<file path="config.mk">
export PLATFORM = sky130hd
export DESIGN_NAME = trapezoidal_state_variable_filter_core_flat
export DESIGN_NICKNAME = d
export VERILOG_FILES = /design/src/tsvf_pkg.sv /design/src/tsvf_in_if.sv /design/src/tsvf_out_if.sv /design/src/tsvf_cfg_regs.sv /design/src/tsvf_serial_mul.sv /design/src/trapezoidal_state_variable_filter_core.sv /design/src/flat_wrapper.sv
export SDC_FILE = /design/constraint.sdc
export NUM_CORES = 2
export LEC_CHECK = 0
export ABC_CLOCK_PERIOD_IN_PS = 14330
export BUFFER_PORTS_ARGS = -buffer_cell sky130_fd_sc_hd__buf_2
export CAP_MARGIN = 20
export CORE_MARGIN = 5
export CORE_UTILIZATION = 35
export CTS_CLUSTER_DIAMETER = 30
export DETAILED_ROUTE_END_ITERATION = 8
export PLACE_DENSITY = 0.61
export SLEW_MARGIN = 10
export SYNTH_ARGS = -nofsm -noshare
export SYNTH_HDL_FRONTEND = slang
export SYNTH_SLANG_ARGS = --single-unit
</file>
<file path="constraint.sdc">
create_clock -name clk -period 14.33 [get_ports clk]
set_clock_uncertainty 0.1 [all_clocks]
set_input_delay 2.866 -clock clk [delete_from_list [all_inputs] [get_ports clk]]
set_output_delay 2.866 -clock clk [all_outputs]
set_load 0.01 [all_outputs]
</file>
<file path="src/tsvf_pkg.sv">
// shared constants and types for the trapezoidal state variable filter
`default_nettype none

package tsvf_pkg;

  localparam int SAMPLE_WIDTH   = 24;
  localparam int COEF_FRAC_BITS = 24;
  localparam int STATE_WIDTH    = 32;
  localparam int COEF_WIDTH     = 32;

  localparam int OPND_WIDTH   = STATE_WIDTH + 1;
  localparam int PROD_WIDTH   = COEF_WIDTH + OPND_WIDTH;
  localparam int SCALED_WIDTH = PROD_WIDTH - COEF_FRAC_BITS;
  localparam int CAP_EXP      = 60;
  localparam int EXT_WIDTH    = (SCALED_WIDTH > CAP_EXP + 1) ? SCALED_WIDTH : CAP_EXP + 1;
  localparam int TERM_WIDTH   = EXT_WIDTH + 1;
  localparam int ACC_WIDTH    = TERM_WIDTH + 2;
  localparam int CNT_WIDTH    = $clog2(OPND_WIDTH + 1);

  localparam int CFG_INDEX_WIDTH = 3;

  localparam logic [CFG_INDEX_WIDTH-1:0] REG_COEF_A1   = 3'd0;
  localparam logic [CFG_INDEX_WIDTH-1:0] REG_COEF_A2   = 3'd1;
  localparam logic [CFG_INDEX_WIDTH-1:0] REG_COEF_A3   = 3'd2;
  localparam logic [CFG_INDEX_WIDTH-1:0] REG_MIX_INPUT = 3'd3;
  localparam logic [CFG_INDEX_WIDTH-1:0] REG_MIX_BAND  = 3'd4;
  localparam logic [CFG_INDEX_WIDTH-1:0] REG_MIX_LOW   = 3'd5;

  typedef struct packed {
    logic signed [COEF_WIDTH-1:0] coef_a1;
    logic signed [COEF_WIDTH-1:0] coef_a2;
    logic signed [COEF_WIDTH-1:0] coef_a3;
    logic signed [COEF_WIDTH-1:0] mix_input;
    logic signed [COEF_WIDTH-1:0] mix_band;
    logic signed [COEF_WIDTH-1:0] mix_low;
  } coef_set_t;

  typedef struct packed {
    logic                         start;
    logic signed [COEF_WIDTH-1:0] coef;
    logic signed [OPND_WIDTH-1:0] opnd;
  } mul_req_t;

  typedef struct packed {
    logic                         done;
    logic signed [TERM_WIDTH-1:0] term;
  } mul_rsp_t;

endpackage

`default_nettype wire

</file>
<file path="src/tsvf_in_if.sv">
// input sample channel
`default_nettype none

interface tsvf_in_if import tsvf_pkg::*; ();
  logic                           valid;
  logic                           ready;
  logic signed [SAMPLE_WIDTH-1:0] sample_in;

  modport source (output valid, output sample_in, input ready);
  modport sink (input valid, input sample_in, output ready);
endinterface

`default_nettype wire

</file>
<file path="src/tsvf_out_if.sv">
// filtered sample channel
`default_nettype none

interface tsvf_out_if import tsvf_pkg::*; ();
  logic                           valid;
  logic                           ready;
  logic signed [SAMPLE_WIDTH-1:0] sample_out;

  modport source (output valid, output sample_out, input ready);
  modport sink (input valid, input sample_out, output ready);
endinterface

`default_nettype wire

</file>
<file path="src/tsvf_cfg_regs.sv">
// coefficient and mix register file
`default_nettype none

module tsvf_cfg_regs import tsvf_pkg::*; (
  input  wire logic                       clk,
  input  wire logic                       rst_n,
  input  wire logic                       cfg_we,
  input  wire logic [CFG_INDEX_WIDTH-1:0] cfg_index,
  input  wire logic [COEF_WIDTH-1:0]      cfg_data,
  output coef_set_t                       coefs
);

  localparam logic signed [COEF_WIDTH-1:0] UNITY = COEF_WIDTH'(1) << COEF_FRAC_BITS;

  coef_set_t coefs_r, coefs_nxt;

  always_comb begin
    coefs_nxt = coefs_r;
    if (cfg_we) begin
      case (cfg_index)
        REG_COEF_A1:   coefs_nxt.coef_a1   = cfg_data;
        REG_COEF_A2:   coefs_nxt.coef_a2   = cfg_data;
        REG_COEF_A3:   coefs_nxt.coef_a3   = cfg_data;
        REG_MIX_INPUT: coefs_nxt.mix_input = cfg_data;
        REG_MIX_BAND:  coefs_nxt.mix_band  = cfg_data;
        REG_MIX_LOW:   coefs_nxt.mix_low   = cfg_data;
        default: ;
      endcase
    end
  end

  always_ff @(posedge clk) begin
    if (!rst_n) begin
      coefs_r.coef_a1   <= UNITY;
      coefs_r.coef_a2   <= '0;
      coefs_r.coef_a3   <= '0;
      coefs_r.mix_input <= '0;
      coefs_r.mix_band  <= '0;
      coefs_r.mix_low   <= '0;
    end else begin
      coefs_r <= coefs_nxt;
    end
  end

  assign coefs = coefs_r;

endmodule

`default_nettype wire

</file>
<file path="src/tsvf_serial_mul.sv">
// bit-serial shift-add coefficient multiplier with rounding and magnitude cap
`default_nettype none

module tsvf_serial_mul import tsvf_pkg::*; (
  input  wire logic clk,
  input  wire logic rst_n,
  input  mul_req_t  req,
  output mul_rsp_t  rsp
);

  localparam logic [COEF_WIDTH-1:0] HALF    = COEF_WIDTH'(1) << (COEF_FRAC_BITS - 1);
  localparam logic [EXT_WIDTH-1:0]  CAP_VAL = EXT_WIDTH'(1) << CAP_EXP;

  logic                  busy_r, busy_nxt;
  logic                  done_r, done_nxt;
  logic [CNT_WIDTH-1:0]  cnt_r, cnt_nxt;
  logic                  neg_r, neg_nxt;
  logic [COEF_WIDTH-1:0] m_r, m_nxt;
  logic [COEF_WIDTH-1:0] hi_r, hi_nxt;
  logic [OPND_WIDTH-1:0] lo_r, lo_nxt;

  logic [COEF_WIDTH:0]     step_sum;
  logic [PROD_WIDTH-1:0]   prod;
  logic [SCALED_WIDTH-1:0] scaled;
  logic [EXT_WIDTH-1:0]    scaled_ext;
  logic [EXT_WIDTH-1:0]    capped;
  logic signed [TERM_WIDTH-1:0] mag_term;

  always_comb begin
    busy_nxt = busy_r;
    done_nxt = 1'b0;
    cnt_nxt  = cnt_r;
    neg_nxt  = neg_r;
    m_nxt    = m_r;
    hi_nxt   = hi_r;
    lo_nxt   = lo_r;
    step_sum = {1'b0, hi_r} + (lo_r[0] ? {1'b0, m_r} : '0);
    if (req.start) begin
      busy_nxt = 1'b1;
      cnt_nxt  = CNT_WIDTH'(OPND_WIDTH - 1);
      neg_nxt  = req.coef[COEF_WIDTH-1] ^ req.opnd[OPND_WIDTH-1];
      m_nxt    = req.coef[COEF_WIDTH-1] ? COEF_WIDTH'(-req.coef) : COEF_WIDTH'(req.coef);
      lo_nxt   = req.opnd[OPND_WIDTH-1] ? OPND_WIDTH'(-req.opnd) : OPND_WIDTH'(req.opnd);
      // preloaded half lsb gives round to nearest on the magnitude
      hi_nxt   = HALF;
    end else if (busy_r) begin
      hi_nxt = step_sum[COEF_WIDTH:1];
      lo_nxt = {step_sum[0], lo_r[OPND_WIDTH-1:1]};
      cnt_nxt = cnt_r - CNT_WIDTH'(1);
      if (cnt_r == '0) begin
        busy_nxt = 1'b0;
        done_nxt = 1'b1;
      end
    end
  end

  always_ff @(posedge clk) begin
    if (!rst_n) begin
      busy_r <= 1'b0;
      done_r <= 1'b0;
      cnt_r  <= '0;
    end else begin
      busy_r <= busy_nxt;
      done_r <= done_nxt;
      cnt_r  <= cnt_nxt;
    end
  end

  always_ff @(posedge clk) begin
    neg_r <= neg_nxt;
    m_r   <= m_nxt;
    hi_r  <= hi_nxt;
    lo_r  <= lo_nxt;
  end

  always_comb begin
    prod       = {hi_r, lo_r};
    scaled     = prod[PROD_WIDTH-1:COEF_FRAC_BITS];
    scaled_ext = EXT_WIDTH'(scaled);
    capped     = (scaled_ext > CAP_VAL) ? CAP_VAL : scaled_ext;
    mag_term   = signed'({1'b0, capped});
    rsp.done   = done_r;
    rsp.term   = neg_r ? -mag_term : mag_term;
  end

endmodule

`default_nettype wire

</file>
<file path="src/trapezoidal_state_variable_filter_core.sv">
// trapezoidal state variable filter top level
`default_nettype none

// Takes one signed Q1.23 sample per item and returns one filtered, saturated
// sample. The seven coefficient products of an item share one bit-serial
// multiplier that consumes one operand bit per cycle, so a new item can be
// taken only once the current item's result is in the output register.
// in_ch.ready is high only while the block is between items; a finished
// result sits in the output register and does not hold off the next item.
// Coefficients and mix weights must be written through the cfg port only
// between items; the block itself does not enforce this. Writes to unused
// indexes are dropped.

module trapezoidal_state_variable_filter_core import tsvf_pkg::*; (
  input  wire logic                       clk,
  input  wire logic                       rst_n,
  input  wire logic                       cfg_we,
  input  wire logic [CFG_INDEX_WIDTH-1:0] cfg_index,
  input  wire logic [COEF_WIDTH-1:0]      cfg_data,
  tsvf_in_if.sink                         in_ch,
  tsvf_out_if.source                      out_ch
);

  localparam logic [1:0] ST_IDLE = 2'd0;
  localparam logic [1:0] ST_LOAD = 2'd1;
  localparam logic [1:0] ST_WAIT = 2'd2;
  localparam logic [1:0] ST_FIN  = 2'd3;

  localparam logic [2:0] OP_A1_IC1 = 3'd0;
  localparam logic [2:0] OP_A2_V3  = 3'd1;
  localparam logic [2:0] OP_A2_IC1 = 3'd2;
  localparam logic [2:0] OP_A3_V3  = 3'd3;
  localparam logic [2:0] OP_M0_V0  = 3'd4;
  localparam logic [2:0] OP_M1_V1  = 3'd5;
  localparam logic [2:0] OP_M2_V2  = 3'd6;

  localparam logic signed [ACC_WIDTH-1:0] ST_MAX =
    {{(ACC_WIDTH-STATE_WIDTH+1){1'b0}}, {(STATE_WIDTH-1){1'b1}}};
  localparam logic signed [ACC_WIDTH-1:0] ST_MIN = ~ST_MAX;
  localparam logic signed [ACC_WIDTH-1:0] SMP_MAX =
    {{(ACC_WIDTH-SAMPLE_WIDTH+1){1'b0}}, {(SAMPLE_WIDTH-1){1'b1}}};
  localparam logic signed [ACC_WIDTH-1:0] SMP_MIN = ~SMP_MAX;

  function automatic logic signed [STATE_WIDTH-1:0] sat_state(
    input logic signed [ACC_WIDTH-1:0] x);
    logic signed [ACC_WIDTH-1:0] y;
    y = (x > ST_MAX) ? ST_MAX : ((x < ST_MIN) ? ST_MIN : x);
    return y[STATE_WIDTH-1:0];
  endfunction

  function automatic logic signed [SAMPLE_WIDTH-1:0] sat_sample(
    input logic signed [ACC_WIDTH-1:0] x);
    logic signed [ACC_WIDTH-1:0] y;
    y = (x > SMP_MAX) ? SMP_MAX : ((x < SMP_MIN) ? SMP_MIN : x);
    return y[SAMPLE_WIDTH-1:0];
  endfunction

  coef_set_t coefs;
  mul_req_t  mul_req;
  mul_rsp_t  mul_rsp;

  logic [1:0] state_r, state_nxt;
  logic [2:0] op_r, op_nxt;
  logic       out_valid_r, out_valid_nxt;
  logic signed [SAMPLE_WIDTH-1:0] out_sample_r, out_sample_nxt;
  logic signed [STATE_WIDTH-1:0]  ic1_r, ic1_nxt;
  logic signed [STATE_WIDTH-1:0]  ic2_r, ic2_nxt;
  logic signed [STATE_WIDTH-1:0]  v1_r, v1_nxt;
  logic signed [STATE_WIDTH-1:0]  v2_r, v2_nxt;
  logic signed [SAMPLE_WIDTH-1:0] v0_r, v0_nxt;
  logic signed [OPND_WIDTH-1:0]   v3_r, v3_nxt;
  logic signed [ACC_WIDTH-1:0]    acc_r, acc_nxt;

  tsvf_cfg_regs u_regs (
    .clk       (clk),
    .rst_n     (rst_n),
    .cfg_we    (cfg_we),
    .cfg_index (cfg_index),
    .cfg_data  (cfg_data),
    .coefs     (coefs)
  );

  tsvf_serial_mul u_mul (
    .clk   (clk),
    .rst_n (rst_n),
    .req   (mul_req),
    .rsp   (mul_rsp)
  );

  always_comb begin
    mul_req.start = (state_r == ST_LOAD);
    case (op_r)
      OP_A1_IC1: begin
        mul_req.coef = coefs.coef_a1;
        mul_req.opnd = OPND_WIDTH'(ic1_r);
      end
      OP_A2_V3: begin
        mul_req.coef = coefs.coef_a2;
        mul_req.opnd = v3_r;
      end
      OP_A2_IC1: begin
        mul_req.coef = coefs.coef_a2;
        mul_req.opnd = OPND_WIDTH'(ic1_r);
      end
      OP_A3_V3: begin
        mul_req.coef = coefs.coef_a3;
        mul_req.opnd = v3_r;
      end
      OP_M0_V0: begin
        mul_req.coef = coefs.mix_input;
        mul_req.opnd = OPND_WIDTH'(v0_r);
      end
      OP_M1_V1: begin
        mul_req.coef = coefs.mix_band;
        mul_req.opnd = OPND_WIDTH'(v1_r);
      end
      OP_M2_V2: begin
        mul_req.coef = coefs.mix_low;
        mul_req.opnd = OPND_WIDTH'(v2_r);
      end
      default: begin
        mul_req.coef = '0;
        mul_req.opnd = '0;
      end
    endcase
  end

  always_comb begin
    state_nxt      = state_r;
    op_nxt         = op_r;
    out_valid_nxt  = out_valid_r;
    out_sample_nxt = out_sample_r;
    ic1_nxt        = ic1_r;
    ic2_nxt        = ic2_r;
    v0_nxt         = v0_r;
    v1_nxt         = v1_r;
    v2_nxt         = v2_r;
    v3_nxt         = v3_r;
    acc_nxt        = acc_r;

    if (out_valid_r && out_ch.ready) begin
      out_valid_nxt = 1'b0;
    end

    case (state_r)
      ST_IDLE: begin
        if (in_ch.valid) begin
          v0_nxt    = in_ch.sample_in;
          v3_nxt    = OPND_WIDTH'(in_ch.sample_in) - OPND_WIDTH'(ic2_r);
          op_nxt    = OP_A1_IC1;
          state_nxt = ST_LOAD;
        end
      end
      ST_LOAD: begin
        case (op_r)
          OP_A1_IC1: acc_nxt = '0;
          OP_A2_IC1: begin
            v1_nxt  = sat_state(acc_r);
            acc_nxt = ACC_WIDTH'(ic2_r);
          end
          OP_M0_V0: begin
            v2_nxt  = sat_state(acc_r);
            acc_nxt = '0;
          end
          default: ;
        endcase
        state_nxt = ST_WAIT;
      end
      ST_WAIT: begin
        if (mul_rsp.done) begin
          acc_nxt = acc_r + ACC_WIDTH'(mul_rsp.term);
          if (op_r == OP_M2_V2) begin
            state_nxt = ST_FIN;
          end else begin
            op_nxt    = op_r + 3'd1;
            state_nxt = ST_LOAD;
          end
        end
      end
      ST_FIN: begin
        if (!out_valid_r || out_ch.ready) begin
          out_sample_nxt = sat_sample(acc_r);
          out_valid_nxt  = 1'b1;
          ic1_nxt = sat_state(ACC_WIDTH'(v1_r) + ACC_WIDTH'(v1_r) - ACC_WIDTH'(ic1_r));
          ic2_nxt = sat_state(ACC_WIDTH'(v2_r) + ACC_WIDTH'(v2_r) - ACC_WIDTH'(ic2_r));
          state_nxt = ST_IDLE;
        end
      end
      default: state_nxt = ST_IDLE;
    endcase
  end

  always_ff @(posedge clk) begin
    if (!rst_n) begin
      state_r     <= ST_IDLE;
      op_r        <= OP_A1_IC1;
      out_valid_r <= 1'b0;
      ic1_r       <= '0;
      ic2_r       <= '0;
    end else begin
      state_r     <= state_nxt;
      op_r        <= op_nxt;
      out_valid_r <= out_valid_nxt;
      ic1_r       <= ic1_nxt;
      ic2_r       <= ic2_nxt;
    end
  end

  always_ff @(posedge clk) begin
    out_sample_r <= out_sample_nxt;
    v0_r         <= v0_nxt;
    v1_r         <= v1_nxt;
    v2_r         <= v2_nxt;
    v3_r         <= v3_nxt;
    acc_r        <= acc_nxt;
  end

  assign in_ch.ready       = (state_r == ST_IDLE);
  assign out_ch.valid      = out_valid_r;
  assign out_ch.sample_out = out_sample_r;

endmodule

`default_nettype wire

</file>
<file path="src/flat_wrapper.sv">
// flat-port wrapper written by rule: the top's interface ports become plain ports
module trapezoidal_state_variable_filter_core_flat import tsvf_pkg::*;
  (clk, rst_n, cfg_we, cfg_index, cfg_data, in_ch_valid, in_ch_sample_in, in_ch_ready, out_ch_valid, out_ch_sample_out, out_ch_ready);
  tsvf_in_if in_ch_i ();
  tsvf_out_if out_ch_i ();
  input  wire logic clk;
  input  wire logic rst_n;
  input  wire logic cfg_we;
  input  wire logic [CFG_INDEX_WIDTH-1:0] cfg_index;
  input  wire logic [COEF_WIDTH-1:0] cfg_data;
  input wire logic [$bits(in_ch_i.valid)-1:0] in_ch_valid;
  input wire logic [$bits(in_ch_i.sample_in)-1:0] in_ch_sample_in;
  output wire logic [$bits(in_ch_i.ready)-1:0] in_ch_ready;
  output wire logic [$bits(out_ch_i.valid)-1:0] out_ch_valid;
  output wire logic [$bits(out_ch_i.sample_out)-1:0] out_ch_sample_out;
  input wire logic [$bits(out_ch_i.ready)-1:0] out_ch_ready;
  assign in_ch_i.valid = in_ch_valid;
  assign in_ch_i.sample_in = in_ch_sample_in;
  assign in_ch_ready = in_ch_i.ready;
  assign out_ch_valid = out_ch_i.valid;
  assign out_ch_sample_out = out_ch_i.sample_out;
  assign out_ch_i.ready = out_ch_ready;
  trapezoidal_state_variable_filter_core u_core (.clk(clk), .rst_n(rst_n), .cfg_we(cfg_we), .cfg_index(cfg_index), .cfg_data(cfg_data), .in_ch(in_ch_i), .out_ch(out_ch_i));
endmodule
</file>
==> run metrics <==
Mean Syn Cell Area=8.65 um^2; Main synth FF type=dfxtp_1; CP max FO=13; Design Power=6260 uW; first-pass GRT wire length=180 mm; initial antenna violation count=16; MaxCap Viol Count=0; Syn. warnings=0; width of the die=328 um; status=finished clean; Row Count=116; vias in the first global route=30.2k; R2R Setup Slk=7900 ps; Synth cell types=82; Clock Sinks=577; core box area=100000 um^2; worst setup path startpoint=u_core.u_mul.lo_r[24]; Synth Area in Adders=0.0742; Final WS setup=7900 ps; CTS Buffer Depth=3; post-synthesis mux area share=0.00657; XOR/XNOR Fraction of Synth Area=0.0643; GR Util All Layers=0.212; Pins Over Slew Limit=0; measured slew at the worst slew-check pin=1110 ps; die height=328 um; Slew headroom=0.262; clk_lat worst skew=730 ps; crit path launch type=flip-flop; Tmin final=6430 ps; hold path depth=2; sequential-to-total area share from yosys stat=0.404; Antenna Nets Post-Route=0; fin nets=4403; P_leak=0.0157 uW; Tcrit/Tclk final=0.448; min-delay src=u_core.u_regs.coefs[41]; Gate Count Post-Synth=4097; Num CTS Buffers=143; Via density=5.68; DR vias=31.9k; total global routing overflow=0; RSZ-0062 raised after global routing=false; number of synthesized register bits=577; Worst Hold Class=reg -> reg; WP data required=14650 ps; critical path class=reg -> reg; largest net degree at the start of global routing=102; Initial DRC Count=3152; Post-CTS Setup Inserts=0; setup TNS=0 ps; Filler cells=9824; crit-path most repeated cell=or3_1; Synth Area in Compound Gates=0.236; ys async rst share=0; Root Driver=clkbuf_16; Initial Util=0.353; critical path's largest stage delay=550 ps; R2R cell count=23; syn nets=4368; drt first pass iters=7; WL per Instance=21.1 um; worst slack at placement=7430 ps; PD cells=148 nW/um^2; Post-synth EDFFs=275; Max VDD drop=0.110 mV; # DRC=0; final WL=119 mm; I/O Buffers=89; Reg2Reg Launch Point=u_core.u_mul.lo_r[24]; Area Overhead vs Synth=19.1%; endpoint of the worst hold-timing path=u_core.u_regs.coefs[41]; maximum clock frequency=156 MHz; Final Hold Fails=0; num ports=90; full die area=108000 um^2; Cell Chain, Critical Path=inv_1, ha_1, nand2b_1, or3_1, or3_1, or4b_1, or3_1, or2_1, nand2b_4, or3_4, o31ai_4, xnor2_1, ha_1, a21o_1, a21o_1, a21oi_1, nand2_1, a41o_1, o211ai_1, nand2_1, a311oi_1, xor2_1, o21ai_0; Crit-path slowest cell=or4b_1; CTS tree=built; dpl hpwl=81.6 mm; R2R Path End=u_core.acc_r[61]; CP Capture Type=flip-flop; Simple-Gate Fraction of Synth Area=0.175; crit path DAT=6750 ps; largest family of logic cells by synthesized area=compound AO/OA/AOI/OAI gates; Post-CTS Resized=0; # hold bufs at CTS=0; GPL Wtd Cong=0.946; layout cell share with drive strength beyond 1=0.0993; final setup fails=0; clk slew on worst S/H paths=40 ps; CTS H-tree lvls=4; mapped cell area=35400 um^2
==> logic make-up (layout without fill, tap and decap cells) <==
kind of cell / Yosys count / in the layout
and+or+nand+nor: 1371 / 1371
other: 0 / 7
muxes: 23 / 23
AOI/OAI and AO/OA: 1287 / 1287
adders and majority gates: 207 / 207
buffers and inverters: 373 / 527
xor gates and xnor gates: 259 / 259
DFF: 577 / 577
==> metal layers <==
layer / part of all wire / GRT usage / vias up
met2: 0.45 / 0.331 / 1313
met4: 0.031 / 0.0777 / 12
li1: - / - / 15100
met3: 0.084 / 0.0493 / 245
met1: 0.44 / 0.288 / 15200
met5: 0.00063 / 0 / -
==> metrics by stage <==
step / std cells / cell area [um^2] / util / hold slack, ps
after floorplan: 4097 / 35400 / - / 333
after global placement: 5339 / 37100 / 0.369 / 341
final: 5615 / 42200 / 0.421 / 353
after global routing: 5613 / 42200 / 0.421 / 367
after detailed placement: 5342 / 37100 / 0.370 / 346
after CTS: 5606 / 42100 / 0.420 / 353
==> critical path, delay by kind of cell (launching register included) <==
| family | cells | cell delay [ps] |
|---|---|---|
| DFF | 1 | 430 |
| buffers and inverters | 1 | 80 |
| xor gates and xnor gates | 2 | 280 |
| and+or+nand+nor | 10 | 2930 |
| adders and majority gates | 2 | 560 |
| AOI/OAI and AO/OA | 8 | 1750 |
==> worst max path at each step <==
stage / endpoint / slack (ps) / cells after the start
2_1_floorplan: u_core.acc_r[0] / 7270 / 9
3_3_place_gp: u_core.v3_r[31] / 7520 / 12
3_5_place_dp: u_core.v3_r[31] / 7430 / 12
4_1_cts: u_core.acc_r[61] / 7880 / 23
5_1_grt: u_core.acc_r[61] / 7560 / 23
6_report: u_core.acc_r[61] / 7900 / 23
==> power breakdown <==
part           switching [uW]  internal (uW)
logic                     630            372
registers                88.7           1830
clock network            1070           2260
total                    1790           4470
==> area by class of cell <==
class                           instances  area, um^2  share of cell area
Sequential cell                       577       14300               0.339
Multi-Input combinational cell       3147       19800               0.470
Antenna cell                            7        17.5            0.000415
Clock inverter                         90        1210              0.0288
Timing Repair Buffer                  133         831              0.0197
Tap cell                             1357        1700              0.0402
Inverter                              130         493              0.0117
Clock buffer                          174        3810              0.0903
==> placed cells by master (no fill, tap or decap), types with 85 or more instances in the layout <==
cell type | Yosys | layout
a21oi_1 | 420 | 420
dfxtp_1 | 302 | 301
nand2_1 | 717 | 714
edfxtp_1 | 275 | 275
o21ai_0 | 221 | 220
a21o_1 | 131 | 131
inv_1 | 128 | 124
xor2_1 | 85 | 85
nor2_1 | 218 | 217
ha_1 | 202 | 199
xnor2_1 | 173 | 173
buf_2 | 0 | 89
clkbuf_16 | 0 | 146
==> synth_stat cells, types with 46 or more instances <==
cell type	number	share of area
a21o_1	131	0.028
a21oi_1	420	0.059
a222oi_1	49	0.014
a22oi_1	46	0.0097
and2_1	55	0.0097
clkbuf_1	226	0.024
dfxtp_1	302	0.17
edfxtp_1	275	0.23
ha_1	202	0.071
inv_1	128	0.014
nand2_1	717	0.076
nand3_1	75	0.011
nor2_1	218	0.023
nor3_1	47	0.0066
o211ai_1	47	0.010
o21ai_0	221	0.031
xnor2_1	173	0.043
xor2_1	85	0.021
==> state kept, by name, indices dropped and copies added (netlist names), 32 cells and up <==
name and cells:
u_core.u_mul.m_r 32, u_core.acc_r 64, u_core.u_mul.hi_r 32, u_core.v2_r 32, u_core.u_regs.coefs 192, u_core.ic1_r 32, u_core.ic2_r 32, u_core.v1_r 32
u_core.v3_r 33, u_core.u_mul.lo_r 33
Note: power is estimated with default switching activity, not from simulation.
